<file path="config.mk">
export PLATFORM = sky130hd
export DESIGN_NAME = halo_region_address_generator
export DESIGN_NICKNAME = d
export VERILOG_FILES = /design/src/hw/rtl/hrag_pkg.sv /design/src/hw/rtl/hrag_cfg.sv /design/src/hw/rtl/hrag_front.sv /design/src/hw/rtl/hrag_fifo.sv /design/src/hw/rtl/hrag_back.sv /design/src/hw/rtl/halo_region_address_generator.sv
export SDC_FILE = /design/constraint.sdc
export NUM_CORES = 1
export LEC_CHECK = 0
export BUFFER_PORTS_ARGS = -buffer_cell sky130_fd_sc_hd__buf_2
export CORE_MARGIN = 2
export CORE_UTILIZATION = 50
export DETAILED_ROUTE_END_ITERATION = 10
export PLACE_DENSITY = 0.66
export SYNTH_ARGS = -nofsm -noshare
export SYNTH_HDL_FRONTEND = slang
export SYNTH_SLANG_ARGS = --single-unit
</file>
<file path="constraint.sdc">
create_clock -name clk_i -period 8.3 [get_ports clk_i]
set_clock_uncertainty 0.1 [all_clocks]
set_input_delay 1.66 -clock clk_i [delete_from_list [all_inputs] [get_ports clk_i]]
set_output_delay 1.66 -clock clk_i [all_outputs]
set_load 0.05 [all_outputs]
</file>
<file path="src/hw/rtl/hrag_pkg.sv">
// Shared types, constants and helpers for the halo region address generator.
// No dependencies; imported by every module of the block.
package hrag_pkg;

  localparam int unsigned MaxSideDefault = 64;
  localparam int unsigned RegionW        = 5;
  localparam int unsigned GridW          = 18;
  localparam int unsigned BufW           = 12;
  localparam int unsigned CfgDataW       = 7;
  localparam int unsigned CfgAddrW       = 2;
  localparam int unsigned InDataW        = 8;
  localparam int unsigned OutDataW       = 32;
  localparam int unsigned QueueDepth     = 2;

  // region codes: 26 neighbors, the center digit is skipped
  localparam logic [RegionW-1:0] RegionLast   = RegionW'(25);
  localparam logic [RegionW-1:0] RegionCenter = RegionW'(13);

  typedef enum logic [1:0] {
    AXIS_LOW  = 2'd0,
    AXIS_FULL = 2'd1,
    AXIS_HIGH = 2'd2
  } axis_sel_e;

  typedef enum logic [CfgAddrW-1:0] {
    REG_SIDE_X = 2'd0,
    REG_SIDE_Y = 2'd1,
    REG_SIDE_Z = 2'd2
  } cfg_reg_e;

  typedef struct packed {
    logic                bad;
    logic [RegionW-1:0]  region;
    axis_sel_e           sel_z;
    axis_sel_e           sel_y;
    axis_sel_e           sel_x;
  } item_t;

  localparam int unsigned ItemW = $bits(item_t);

  // Sides are 7-bit registers, so no side can exceed 127 whatever the cap.
  function automatic int side_cap(int max_side);
    return (max_side < 127) ? max_side : 127;
  endfunction

  function automatic int coord_w(int max_side);
    return $clog2(side_cap(max_side));
  endfunction

  function automatic int side_w(int max_side);
    return $clog2(side_cap(max_side) + 1);
  endfunction

  // Split a region code into its three base-3 axis digits.
  function automatic item_t classify(logic [RegionW-1:0] region);
    item_t              it;
    logic [RegionW-1:0] d;
    logic [RegionW-1:0] rem;
    it.bad    = (region > RegionLast);
    it.region = region;
    d = (region < RegionCenter) ? region : RegionW'(region + 1'b1);
    if (d >= RegionW'(18)) begin
      it.sel_z = AXIS_HIGH;
      rem      = RegionW'(d - RegionW'(18));
    end else if (d >= RegionW'(9)) begin
      it.sel_z = AXIS_FULL;
      rem      = RegionW'(d - RegionW'(9));
    end else begin
      it.sel_z = AXIS_LOW;
      rem      = d;
    end
    if (rem >= RegionW'(6)) begin
      it.sel_y = AXIS_HIGH;
      rem      = RegionW'(rem - RegionW'(6));
    end else if (rem >= RegionW'(3)) begin
      it.sel_y = AXIS_FULL;
      rem      = RegionW'(rem - RegionW'(3));
    end else begin
      it.sel_y = AXIS_LOW;
    end
    it.sel_x = axis_sel_e'(rem[1:0]);
    if (it.bad) begin
      it.sel_z = AXIS_LOW;
      it.sel_y = AXIS_LOW;
      it.sel_x = AXIS_LOW;
    end
    return it;
  endfunction

endpackage

</file>
<file path="src/hw/rtl/hrag_cfg.sv">
// Side registers with clamping, plane size and high-plane base offsets.
// Depends on hrag_pkg.
module hrag_cfg import hrag_pkg::*; #(
  parameter int MAX_SIDE = MaxSideDefault
) (
  input  logic                          clk_i,
  input  logic                          rst_ni,
  input  logic                          cfg_valid_i,
  output logic                          cfg_ready_o,
  input  logic [CfgAddrW-1:0]           cfg_addr_i,
  input  logic [CfgDataW-1:0]           cfg_data_i,
  output logic                          wr_o,
  output logic [side_w(MAX_SIDE)-1:0]   side_x_o,
  output logic [side_w(MAX_SIDE)-1:0]   side_y_o,
  output logic [side_w(MAX_SIDE)-1:0]   side_z_o,
  output logic [GridW-1:0]              plane_o,
  output logic [GridW-1:0]              y_hi_base_o,
  output logic [GridW-1:0]              z_hi_base_o
);

  localparam int SideW = side_w(MAX_SIDE);

  logic [SideW-1:0] side_x_q, side_x_d;
  logic [SideW-1:0] side_y_q, side_y_d;
  logic [SideW-1:0] side_z_q, side_z_d;
  logic [SideW-1:0] clamped;
  logic [GridW-1:0] plane_q, plane_d;
  logic [GridW-1:0] y_hi_base_q, z_hi_base_q;
  logic             wr;
  logic             reg_hit;

  assign cfg_ready_o = 1'b1;
  assign wr          = cfg_valid_i & cfg_ready_o;

  always_comb begin
    if (cfg_data_i == '0) begin
      clamped = SideW'(1);
    end else if (int'(cfg_data_i) > MAX_SIDE) begin
      clamped = SideW'(MAX_SIDE);
    end else begin
      clamped = SideW'(cfg_data_i);
    end
  end

  always_comb begin
    side_x_d = side_x_q;
    side_y_d = side_y_q;
    side_z_d = side_z_q;
    reg_hit  = 1'b0;
    if (wr) begin
      unique case (cfg_addr_i)
        REG_SIDE_X: begin
          side_x_d = clamped;
          reg_hit  = 1'b1;
        end
        REG_SIDE_Y: begin
          side_y_d = clamped;
          reg_hit  = 1'b1;
        end
        REG_SIDE_Z: begin
          side_z_d = clamped;
          reg_hit  = 1'b1;
        end
        default: ;
      endcase
    end
    plane_d = GridW'(GridW'(side_x_d) * GridW'(side_y_d));
  end

  always_ff @(posedge clk_i or negedge rst_ni) begin
    if (!rst_ni) begin
      side_x_q    <= SideW'(1);
      side_y_q    <= SideW'(1);
      side_z_q    <= SideW'(1);
      plane_q     <= GridW'(1);
      y_hi_base_q <= '0;
      z_hi_base_q <= '0;
    end else begin
      side_x_q    <= side_x_d;
      side_y_q    <= side_y_d;
      side_z_q    <= side_z_d;
      plane_q     <= plane_d;
      // registered from the side registers, so it trails a write; the item queue covers that gap
      y_hi_base_q <= GridW'(GridW'(side_y_q - 1'b1) * GridW'(side_x_q));
      z_hi_base_q <= GridW'(GridW'(side_z_q - 1'b1) * plane_q);
    end
  end

  // of the config writes, only those to a side register close the open run
  assign wr_o        = reg_hit;
  assign side_x_o    = side_x_q;
  assign side_y_o    = side_y_q;
  assign side_z_o    = side_z_q;
  assign plane_o     = plane_q;
  assign y_hi_base_o = y_hi_base_q;
  assign z_hi_base_o = z_hi_base_q;

endmodule

</file>
<file path="src/hw/rtl/hrag_front.sv">
// Input side: takes region requests and decodes them into axis selections.
// Depends on hrag_pkg; pushes into the item queue.
module hrag_front import hrag_pkg::*; (
  input  logic               s_axis_tvalid,
  output logic               s_axis_tready,
  input  logic [InDataW-1:0] s_axis_tdata,   // [4:0] region, [7:5] zero
  input  logic               full_i,
  output logic               push_o,
  output item_t              item_o
);

  assign s_axis_tready = ~full_i;
  assign push_o        = s_axis_tvalid & s_axis_tready;
  assign item_o        = classify(s_axis_tdata[RegionW-1:0]);

endmodule

</file>
<file path="src/hw/rtl/hrag_fifo.sv">
// Small flop-based queue between the decode front and the address back end.
// Depends on hrag_pkg for its default width and depth.
module hrag_fifo import hrag_pkg::*; #(
  parameter int Width = ItemW,
  parameter int Depth = QueueDepth
) (
  input  logic             clk_i,
  input  logic             rst_ni,
  input  logic             push_i,
  input  logic [Width-1:0] wdata_i,
  output logic             full_o,
  input  logic             pop_i,
  output logic             valid_o,
  output logic [Width-1:0] rdata_o
);

  localparam int PtrW = (Depth > 1) ? $clog2(Depth) : 1;
  localparam int CntW = $clog2(Depth + 1);

  logic [Width-1:0] mem_q [Depth];
  logic [PtrW-1:0]  wptr_q, wptr_d;
  logic [PtrW-1:0]  rptr_q, rptr_d;
  logic [CntW-1:0]  count_q, count_d;

  assign full_o  = (count_q == CntW'(Depth));
  assign valid_o = (count_q != '0);
  assign rdata_o = mem_q[rptr_q];

  always_comb begin
    wptr_d  = wptr_q;
    rptr_d  = rptr_q;
    count_d = count_q;
    if (push_i) begin
      wptr_d = (wptr_q == PtrW'(Depth - 1)) ? '0 : PtrW'(wptr_q + 1'b1);
    end
    if (pop_i) begin
      rptr_d = (rptr_q == PtrW'(Depth - 1)) ? '0 : PtrW'(rptr_q + 1'b1);
    end
    if (push_i && !pop_i) begin
      count_d = CntW'(count_q + 1'b1);
    end else if (pop_i && !push_i) begin
      count_d = CntW'(count_q - 1'b1);
    end
  end

  always_ff @(posedge clk_i or negedge rst_ni) begin
    if (!rst_ni) begin
      wptr_q  <= '0;
      rptr_q  <= '0;
      count_q <= '0;
    end else begin
      wptr_q  <= wptr_d;
      rptr_q  <= rptr_d;
      count_q <= count_d;
    end
  end

  always_ff @(posedge clk_i) begin
    if (push_i) begin
      mem_q[wptr_q] <= wdata_i;
    end
  end

endmodule

</file>
<file path="src/hw/rtl/hrag_back.sv">
// Address back end: x/y/z run counters, incremental grid index, output register.
// Depends on hrag_pkg; fed by hrag_fifo and hrag_cfg.
module hrag_back import hrag_pkg::*; #(
  parameter int MAX_SIDE = MaxSideDefault
) (
  input  logic                         clk_i,
  input  logic                         rst_ni,
  input  logic                         head_valid_i,
  input  item_t                        head_i,
  output logic                         pop_o,
  input  logic                         cfg_wr_i,
  input  logic [side_w(MAX_SIDE)-1:0]  side_x_i,
  input  logic [side_w(MAX_SIDE)-1:0]  side_y_i,
  input  logic [side_w(MAX_SIDE)-1:0]  side_z_i,
  input  logic [GridW-1:0]             plane_i,
  input  logic [GridW-1:0]             y_hi_base_i,
  input  logic [GridW-1:0]             z_hi_base_i,
  output logic                         m_axis_tvalid,
  input  logic                         m_axis_tready,
  output logic [OutDataW-1:0]          m_axis_tdata,
  output logic                         m_axis_tlast
);

  localparam int CoordW = coord_w(MAX_SIDE);

  logic                active_q, active_d;
  logic [RegionW-1:0]  region_q, region_d;
  logic [CoordW-1:0]   cnt_x_q, cnt_x_d, cnt_y_q, cnt_y_d, cnt_z_q, cnt_z_d;
  logic [GridW-1:0]    base_y_q, base_y_d, base_z_q, base_z_d;
  logic [BufW-1:0]     bpos_q, bpos_d;
  logic                out_valid_q, out_valid_d;
  logic [OutDataW-1:0] out_data_q, out_data_d;
  logic                out_last_q, out_last_d;

  logic                fire, start, last;
  logic [CoordW-1:0]   xm1, ym1, zm1;
  logic [CoordW-1:0]   x_lo, x_hi, y_lo, y_hi, z_lo, z_hi;
  logic [GridW-1:0]    yb_lo, zb_lo;
  logic [CoordW-1:0]   cx, cy, cz;
  logic [GridW-1:0]    cyb, czb, idx;
  logic [BufW-1:0]     cbp;

  assign fire  = head_valid_i & (~out_valid_q | m_axis_tready);
  assign pop_o = fire;

  always_comb begin
    xm1   = CoordW'(side_x_i - 1'b1);
    ym1   = CoordW'(side_y_i - 1'b1);
    zm1   = CoordW'(side_z_i - 1'b1);
    x_lo  = (head_i.sel_x == AXIS_HIGH) ? xm1 : '0;
    x_hi  = (head_i.sel_x == AXIS_LOW)  ? '0  : xm1;
    y_lo  = (head_i.sel_y == AXIS_HIGH) ? ym1 : '0;
    y_hi  = (head_i.sel_y == AXIS_LOW)  ? '0  : ym1;
    z_lo  = (head_i.sel_z == AXIS_HIGH) ? zm1 : '0;
    z_hi  = (head_i.sel_z == AXIS_LOW)  ? '0  : zm1;
    yb_lo = (head_i.sel_y == AXIS_HIGH) ? y_hi_base_i : '0;
    zb_lo = (head_i.sel_z == AXIS_HIGH) ? z_hi_base_i : '0;

    // a new run opens when none is open or the region switches mid-run
    start = ~active_q | (head_i.region != region_q);
    cx    = start ? x_lo  : cnt_x_q;
    cy    = start ? y_lo  : cnt_y_q;
    cz    = start ? z_lo  : cnt_z_q;
    cyb   = start ? yb_lo : base_y_q;
    czb   = start ? zb_lo : base_z_q;
    cbp   = start ? '0    : bpos_q;
    idx   = GridW'(czb + cyb + GridW'(cx));
    last  = (cx == x_hi) & (cy == y_hi) & (cz == z_hi);
  end

  always_comb begin
    active_d    = active_q;
    region_d    = region_q;
    cnt_x_d     = cnt_x_q;
    cnt_y_d     = cnt_y_q;
    cnt_z_d     = cnt_z_q;
    base_y_d    = base_y_q;
    base_z_d    = base_z_q;
    bpos_d      = bpos_q;
    out_valid_d = out_valid_q;
    out_data_d  = out_data_q;
    out_last_d  = out_last_q;

    if (fire) begin
      out_valid_d = 1'b1;
      out_data_d  = '0;
      if (head_i.bad) begin
        active_d   = 1'b0;
        out_last_d = 1'b1;
      end else begin
        out_data_d[GridW-1:0]    = idx;
        out_data_d[GridW +: BufW] = cbp;
        out_last_d = last;
        region_d   = head_i.region;
        active_d   = ~last;
        cnt_x_d    = cx;
        cnt_y_d    = cy;
        cnt_z_d    = cz;
        base_y_d   = cyb;
        base_z_d   = czb;
        bpos_d     = BufW'(cbp + 1'b1);
        if (cx != x_hi) begin
          cnt_x_d = CoordW'(cx + 1'b1);
        end else begin
          cnt_x_d = x_lo;
          if (cy != y_hi) begin
            cnt_y_d  = CoordW'(cy + 1'b1);
            base_y_d = GridW'(cyb + GridW'(side_x_i));
          end else begin
            cnt_y_d  = y_lo;
            base_y_d = yb_lo;
            cnt_z_d  = CoordW'(cz + 1'b1);
            base_z_d = GridW'(czb + plane_i);
          end
        end
      end
    end else if (m_axis_tready) begin
      out_valid_d = 1'b0;
    end

    if (cfg_wr_i) begin
      active_d = 1'b0;
    end
  end

  always_ff @(posedge clk_i or negedge rst_ni) begin
    if (!rst_ni) begin
      active_q    <= 1'b0;
      region_q    <= '0;
      cnt_x_q     <= '0;
      cnt_y_q     <= '0;
      cnt_z_q     <= '0;
      base_y_q    <= '0;
      base_z_q    <= '0;
      bpos_q      <= '0;
      out_valid_q <= 1'b0;
    end else begin
      active_q    <= active_d;
      region_q    <= region_d;
      cnt_x_q     <= cnt_x_d;
      cnt_y_q     <= cnt_y_d;
      cnt_z_q     <= cnt_z_d;
      base_y_q    <= base_y_d;
      base_z_q    <= base_z_d;
      bpos_q      <= bpos_d;
      out_valid_q <= out_valid_d;
    end
  end

  always_ff @(posedge clk_i) begin
    out_data_q <= out_data_d;
    out_last_q <= out_last_d;
  end

  assign m_axis_tvalid = out_valid_q;
  assign m_axis_tdata  = out_data_q;
  assign m_axis_tlast  = out_last_q;

endmodule

</file>
<file path="src/hw/rtl/halo_region_address_generator.sv">
// Channel   | Dir | Handshake                    | Payload
// s_axis    | in  | s_axis_tvalid/s_axis_tready  | tdata[4:0] region
// m_axis    | out | m_axis_tvalid/m_axis_tready  | tdata[17:0] grid index, [29:18] buffer
//           |     |                              | index; tlast = end of run
// cfg       | in  | cfg_valid_i/cfg_ready_o      | cfg_addr_i register, cfg_data_i side
//
// One request per cycle sustained while m_axis_tready stays high; a taken request is written to the
// queue, then the back end loads its result into the output register, from which it leaves.
// The back end's counter/stride-add stage advances the run for each request it takes.
// Reset clears all runs and sets every side to 1. cfg_ready_o is always high.
// A stalled output holds; up to two requests wait in the queue, then s_axis_tready drops.
// Top level; depends on hrag_pkg, hrag_cfg, hrag_front, hrag_fifo and hrag_back.
module halo_region_address_generator import hrag_pkg::*; #(
  parameter int MAX_SIDE = MaxSideDefault
) (
  input  logic                clk_i,
  input  logic                rst_ni,
  input  logic                s_axis_tvalid,
  output logic                s_axis_tready,
  input  logic [InDataW-1:0]  s_axis_tdata,   // [4:0] region, [7:5] zero
  output logic                m_axis_tvalid,
  input  logic                m_axis_tready,
  output logic [OutDataW-1:0] m_axis_tdata,   // [17:0] grid_index, [29:18] buffer_index,
                                              // [31:30] zero
  output logic                m_axis_tlast,
  input  logic                cfg_valid_i,
  output logic                cfg_ready_o,
  input  logic [CfgAddrW-1:0] cfg_addr_i,
  input  logic [CfgDataW-1:0] cfg_data_i
);

  localparam int SideW = side_w(MAX_SIDE);

  logic             cfg_wr;
  logic [SideW-1:0] side_x, side_y, side_z;
  logic [GridW-1:0] plane, y_hi_base, z_hi_base;
  logic             push, full, pop, head_valid;
  item_t            push_item, head_item;

  hrag_cfg #(.MAX_SIDE(MAX_SIDE)) u_cfg (
    .clk_i       (clk_i),
    .rst_ni      (rst_ni),
    .cfg_valid_i (cfg_valid_i),
    .cfg_ready_o (cfg_ready_o),
    .cfg_addr_i  (cfg_addr_i),
    .cfg_data_i  (cfg_data_i),
    .wr_o        (cfg_wr),
    .side_x_o    (side_x),
    .side_y_o    (side_y),
    .side_z_o    (side_z),
    .plane_o     (plane),
    .y_hi_base_o (y_hi_base),
    .z_hi_base_o (z_hi_base)
  );

  hrag_front u_front (
    .s_axis_tvalid (s_axis_tvalid),
    .s_axis_tready (s_axis_tready),
    .s_axis_tdata  (s_axis_tdata),
    .full_i        (full),
    .push_o        (push),
    .item_o        (push_item)
  );

  hrag_fifo #(.Width(ItemW), .Depth(QueueDepth)) u_fifo (
    .clk_i   (clk_i),
    .rst_ni  (rst_ni),
    .push_i  (push),
    .wdata_i (push_item),
    .full_o  (full),
    .pop_i   (pop),
    .valid_o (head_valid),
    .rdata_o (head_item)
  );

  hrag_back #(.MAX_SIDE(MAX_SIDE)) u_back (
    .clk_i         (clk_i),
    .rst_ni        (rst_ni),
    .head_valid_i  (head_valid),
    .head_i        (head_item),
    .pop_o         (pop),
    .cfg_wr_i      (cfg_wr),
    .side_x_i      (side_x),
    .side_y_i      (side_y),
    .side_z_i      (side_z),
    .plane_i       (plane),
    .y_hi_base_i   (y_hi_base),
    .z_hi_base_i   (z_hi_base),
    .m_axis_tvalid (m_axis_tvalid),
    .m_axis_tready (m_axis_tready),
    .m_axis_tdata  (m_axis_tdata),
    .m_axis_tlast  (m_axis_tlast)
  );

endmodule

</file>
Word-level counts from Yosys, hierarchy flattened
Memory sizes are Yosys's and may differ from the RTL's.
Cells that the tools add are included.
{"block": "classes", "add_sub_neg": 22, "mul": 3, "n_lt_le_gt_ge": 7, "eq_ne": 12, "muxes": 52, "bitwise_logic": 11, "n_reduce_logical": 16}
{"operator": "$mux W18", "count": 8}
{"operator": "$mux W6", "count": 15}
{"operator": "$mux W7", "count": 6}
{"operator": "$add A18 B14 Y18", "count": 1}
{"operator": "$add A18 B18 Y18", "count": 1}
{"operator": "$add A18 B6 Y18", "count": 1}
{"operator": "$add A18 B7 Y18", "count": 1}
{"operator": "$add A6 B1 Y6 const B", "count": 3}
{"operator": "$eq A6 B6 Y1", "count": 3}
{"operator": "$mul A18 B14 Y18", "count": 1}
{"operator": "$mul A18 B7 Y18", "count": 1}
{"operator": "$sub A6 B1 Y6 const B", "count": 3}
{"operator": "$sub A7 B1 Y8 const B", "count": 2}
{"operator": "$mux W5", "count": 3}
{"operator": "$mul A7 B7 Y14", "count": 1}
{"operator": "$mux W1", "count": 13}
{"operator": "$add A12 B1 Y12 const B", "count": 1}
{"operator": "$mux W12", "count": 1}
{"operator": "$mux W2", "count": 6}
{"operator": "$ne A6 B6 Y1", "count": 2}
{"operator": "$eq A2 B2 Y1 const B", "count": 5}
{"operator": "$logic_not A2 Y1", "count": 4}
{"operator": "$reduce_bool A2 Y1", "count": 4}
{"operator": "$gt A7 B7 Y1 const B", "count": 1}
{"operator": "23 further kinds", "count": 36}
{"block": "totals", "ff_bits": 179, "ram_bits": 24, "output_inout_bits": 36, "elab_cells": 144, "memories": 1}
{"name": "u_fifo.mem_q", "words": 2, "word_bits": 12, "read_ports": 1, "rd_clocked_by_memory_dff": 0, "write_ports": 1, "line": "hrag_fifo.sv:20", "source": "logic [Width-1:0] mem_q [Depth];"}

Longest topological paths before layout
An unclocked memory read counts as a cell.
{"block": "depth", "depth_word": 11, "depth_mapped": 27, "mapped_depth_nobuf": 26}

Hierarchy
A second synthesis with hierarchy kept.
{"block": "unflattened", "hier_cells": 2333, "hier_area_um2": 20457.1}
{"mod": "hrag_cfg", "instances": 1, "cells_per_inst": 1005, "area_per_inst_um2": 9355.2}
{"mod": "hrag_back", "instances": 1, "cells_per_inst": 1162, "area_per_inst_um2": 9162.5}
{"mod": "hrag_fifo", "instances": 1, "cells_per_inst": 53, "area_per_inst_um2": 1089.8}
{"mod": "hrag_front", "instances": 1, "cells_per_inst": 113, "area_per_inst_um2": 849.6}

Worst setup path before layout
OpenSTA, ideal clock, no wires.
{"block": "synth_timing", "kind": "in2reg", "from": "input port cfg_addr_i[1]", "to": "register u_cfg.plane_q[13], in the netlist u_cfg.plane_o[13]", "t_arrival_ps": 6280, "t_required_ps": 8075, "setup_slack_ps": 1795, "path_stages": 20, "n_path_buf": 2, "cell_sequence": "or3b_2 -> clkbuf_1 -> clkbuf_1 -> a21oi_1 -> nor2_1 -> fa_1 -> inv_1 -> fa_1 -> inv_1 -> fa_1 -> inv_1 -> fa_1 -> inv_1 -> ha_1 -> a21oi_1 -> nor2b_1 -> o2111ai_1 -> nand3_1 -> o41a_1 -> xnor2_1"}
{"block": "synth_via", "elab_chain_len": 4, "word_cells_on_any_way": 7, "cone_classes": "mul (1); eq/ne (1); mux (4); reduce/logical (1)"}
{"item": "start, declared", "line": "halo_region_address_generator.sv:28", "source": "input logic [CfgAddrW-1:0] cfg_addr_i,"}
{"item": "$eq A2 B1 Y1 or $logic_not A2 Y1 (tied branches)", "line": "hrag_cfg.sv:51", "source": "unique case (cfg_addr_i)"}
{"item": "$mux W7", "line": "hrag_cfg.sv:51"}
{"item": "$mux W7", "line": "hrag_cfg.sv:50", "source": "if (wr) begin"}
{"item": "$mul A7 B7 Y14 *", "line": "hrag_cfg.sv:67", "source": "plane_d = GridW'(GridW'(side_x_d) * GridW'(side_y_d));"}
{"item": "named net u_cfg.plane_d[13]", "line": "hrag_cfg.sv:27", "source": "logic [GridW-1:0] plane_q, plane_d;"}
{"item": "end signal, assigned", "line": "hrag_cfg.sv:75", "source": "plane_q <= GridW'(1);"}
{"item": "end signal, assigned", "line": "hrag_cfg.sv:82", "source": "plane_q <= plane_d;"}
{"item": "end, declared", "line": "hrag_cfg.sv:27"}
Mark *: on every way through the listed nets, which the timed path passes. The rest lies on a longest branch.
A chain may end at the register's enable or synchronous reset.

Worst setup path in the final report
{"block": "layout_timing", "from": "register u_cfg.side_z_q[0], in the netlist u_cfg.side_z_o[0]", "to": "register u_cfg.z_hi_base_q[17], in the netlist u_cfg.z_hi_base_o[17]"}
{"block": "layout_via", "elab_chain_len": 2}
{"item": "start, declared", "line": "hrag_cfg.sv:25", "source": "logic [SideW-1:0] side_z_q, side_z_d;"}
{"item": "start signal, assigned", "line": "hrag_cfg.sv:74", "source": "side_z_q <= SideW'(1);"}
{"item": "start signal, assigned", "line": "hrag_cfg.sv:81", "source": "side_z_q <= side_z_d;"}
{"item": "$sub A7 B1 Y8", "line": "hrag_cfg.sv:85", "source": "z_hi_base_q <= GridW'(GridW'(side_z_q - 1'b1) * plane_q);"}
{"item": "$mul A18 B14 Y18", "line": "hrag_cfg.sv:85"}
{"item": "end signal, assigned", "line": "hrag_cfg.sv:85"}
{"item": "end, declared", "line": "hrag_cfg.sv:28", "source": "logic [GridW-1:0] y_hi_base_q, z_hi_base_q;"}
Every way passes these cells.

==> results.md <==
- Status: complete, no violations
- Synthesized area: 20500 um^2
- Peak VDD IR: 0.322 mV
- Hold Path Stages: 1
- CP Class: register to register
- Drt via density: between 5 and 6
- Area Overhead vs Synth: 7.76%
- Clk root buf: clkbuf_16
- TNS Setup: 0 ns
- Core Area: between 40000 and 50000 um^2
- Num rows: 74
- Most frequent cell after synthesis: nand2_1
- MaxCap Viol Count: 0
- Number of global-route vias before repair: about 16000
- Reg2reg start: u_cfg.side_z_o[0]$_DFFE_PN1P_
- Worst-Skew Late Latency: between 0.5 and 0.6 ns
- Synth area leader: dfrtp_1
- Synth Flop Type: dfrtp_1
- Crit path DAT: 7.40 ns
- Post-CTS Hold Fix Bufs: 0
- YS warnings: 0
- Crit-path max FO: 16
- Ports: a little under 60
- Iteration-0 DRC count of the detailed router: about 1300
- Via Count: around 16000
- CTS Buf Count: 24
- Reg clk slew, reported paths: ~0.06 ns
- Crit. End Element: register
- Nets: around 2700
- Least-Margin Pin Slew: roughly 1.2 ns
- Detail Route Antenna Nets: 0
- Setup Fix Bufs, Post-CTS: 0
- Global-route wire length before repair: 85500 um
- Final Core Density: 0.544
- Final GP Congestion: ~0.9
- Initial core utilization: 0.505
- R2r setup slk: around 1.3 ns
- RSZ-0062 raised after global routing: false
- Pwr/cell area: 383 nW/um^2
- Worst r2r path cells: 27
- Layout cells sized above 1: 0.0722
- Port bufs: between 50 and 60
- Worst Setup Start Kind: register
- CTS tree: done
- Drt drc: 0
- Total power: around 8.5 mW
- Min-Delay Path Class: register to register
- Synth cell count leaders: nand2_1 (287), inv_1 (261), fa_1 (176)
- Final hold vios: 0
- Max Clock Freq: roughly 0.14 GHz
- WP data required: approximately 8.7 ns
- DP HPWL: 38200 um
- Die width: a little over 200 um
- Avg Cell Area, Syn: about 9 um^2
- Netlist cell types: 93
- Max clock buf depth: 3
- Asr flop ratio synth: 0.729
- Total congestion overflow: 0
- Hold Startpoint: u_back.bpos_q[11]$_DFFE_PN0P_
- Pin count of the biggest net entering global routing: 84
- Number of synthesized flops with an enable pin: 55
- Tcrit/Tclk final: 0.849
- Die area: approximately 43000 um^2
- Syn Inst Count: around 2300
- Ranking of synthesized cells by area: dfrtp_1 (18%), fa_1 (17%), ha_1 (10%), edfxtp_1 (8.0%), nand2_1 (5.2%)
- Die H: between 200 and 250 um
- Drt wl/cell: between 15 and 20 um
- Crit path time final: between 7 and 8 ns
- Hold Path End: u_back.bpos_q[11]$_DFFE_PN0P_
- N_diodes: 0
- Final setup viols: 0
- Slew Viols, Final: 0
- DR pass1 iterations: 5
- Worst R2R End: u_cfg.z_hi_base_o[17]$_DFF_PN0_
- Flops & latches, synth: approximately 200
- Register area share after synthesis: 0.261
- CTS sink cnt: between 200 and 250
- Initial antenna violation count: 0
- Yosys top cell area share: 0.176
- Final WL: a little over 50000 um
- Gates resized, CTS repair: 0
- Lkg Pwr: 10.6 nW
- GRT Util Overall: 0.252
- # H-tree levels: 1
- Relative slew slack: 0.166
-- cell type report --
cell class                      count  area (um^2)
Inverter                          261          980
Timing Repair Buffer               79          472
Sequential cell                   203         5360
Clock buffer                       35          703
Clock inverter                      9          153
Tap cell                          532          666
Fill cell                        3670        18500
Multi-Input combinational cell   1739        13800
-- worst max-delay path by stage --
stage	cells past startpoint	to	slack, ns	from
after detailed placement	27	u_cfg.z_hi_base_o[17]$_DFF_PN0_	1.24	u_cfg.side_z_o[0]$_DFFE_PN1P_
after global placement	27	u_cfg.z_hi_base_o[17]$_DFF_PN0_	1.33	u_cfg.side_z_o[0]$_DFFE_PN1P_
after global routing	27	u_cfg.z_hi_base_o[17]$_DFF_PN0_	0.83	u_cfg.side_z_o[0]$_DFFE_PN1P_
after floorplan	20	u_cfg.plane_o[13]$_DFF_PN0_	1.79	cfg_addr_i[1]
after CTS	27	u_cfg.z_hi_base_o[17]$_DFF_PN0_	1.21	u_cfg.side_z_o[0]$_DFFE_PN1P_
final	27	u_cfg.z_hi_base_o[17]$_DFF_PN0_	1.25	u_cfg.side_z_o[0]$_DFFE_PN1P_
-- critical path, stage by stage, from the launching register on --
cell and delay (ns):
dfstp_2 0.78, inv_1 0.27, ha_1 0.30, inv_1 0.06
nor2_1 0.05, xor2_1 0.14, buf_4 0.19, and2_1 0.18
fa_1 0.48, inv_1 0.06, fa_1 0.51, inv_1 0.06
fa_1 0.50, inv_1 0.05, fa_1 0.47, inv_1 0.05
fa_1 0.53, inv_1 0.05, fa_1 0.49, inv_1 0.04
ha_1 0.35, nand3_1 0.10, and2_1 0.18, o211ai_1 0.08
o311ai_0 0.23, o21a_1 0.26, o21ai_0 0.22, xnor2_1 0.17
-- metrics by stage --
step / setup slack [ns] / std cells / area [um^2] / hold WS [ns]
after floorplan: 1.79 / 2300 / 20500 / 0.344
after global placement: 1.33 / 2814 / 21300 / 0.363
after detailed placement: 1.24 / 2814 / 21300 / 0.373
after CTS: 1.21 / 2858 / 22100 / 0.387
after global routing: 0.832 / 2858 / 22100 / 0.412
final: 1.25 / 2858 / 22100 / 0.387
-- cell families after synthesis --
logic type	count (synthesis)	synth area share
AND/OR/NAND/NOR	822	0.193
AO/OA/AOI/OAI	414	0.132
buffers and inverters	358	0.0685
adder cells (fa/ha/maj)	342	0.273
flip-flops	203	0.261
XOR/XNOR	124	0.0550
multiplexers	34	0.0175
other	2	0.000366
-- layout by cell type (no fill, tap or decap), drive strengths merged, types with 55 or more instances in the layout --
cell,instances
a21oi,91
inv,261
dfrtp,144
nor2,171
ha,166
xnor2,82
buf,79
and2,62
nand2,288
fa,176
o21ai,117
edfxtp,55
nand3,72
-- flip-flops by register name, summed over array words and instances, names as in the netlist --
name and cells:
u_back.m_axis_tdata 30, u_fifo.mem_q 24, u_back.base_y_q 18, u_back.base_z_q 18, u_cfg.y_hi_base_o 18, u_cfg.z_hi_base_o 18
u_cfg.plane_o 14, u_back.bpos_q 12, u_cfg.side_x_o 7, u_cfg.side_y_o 7, u_cfg.side_z_o 7, u_back.cnt_x_q 6
u_back.cnt_y_q 6, u_back.cnt_z_q 6, u_back.region_q 5, u_fifo.count_q 2, u_back.active_q 1, u_back.m_axis_tlast 1
u_back.m_axis_tvalid 1, u_fifo.rptr_q 1, u_fifo.wptr_q 1
-- where the power goes --
part	switching (mW)	internal (mW)	total, mW
Combinational	3.39	2.11	5.50
Clock	0.438	0.710	1.15
Sequential	0.359	1.46	1.82
-- layer usage --
| layer | track usage | wire (um) | part of all wire |
|---|---|---|---|
| met5 | 0 | 0 | 0 |
| met4 | 0.0883 | 1700 | 0.033 |
| met3 | 0.0359 | 3430 | 0.067 |
| met2 | 0.408 | 23300 | 0.45 |
| met1 | 0.348 | 22800 | 0.44 |
Note: power is estimated with default switching activity, not from simulation.
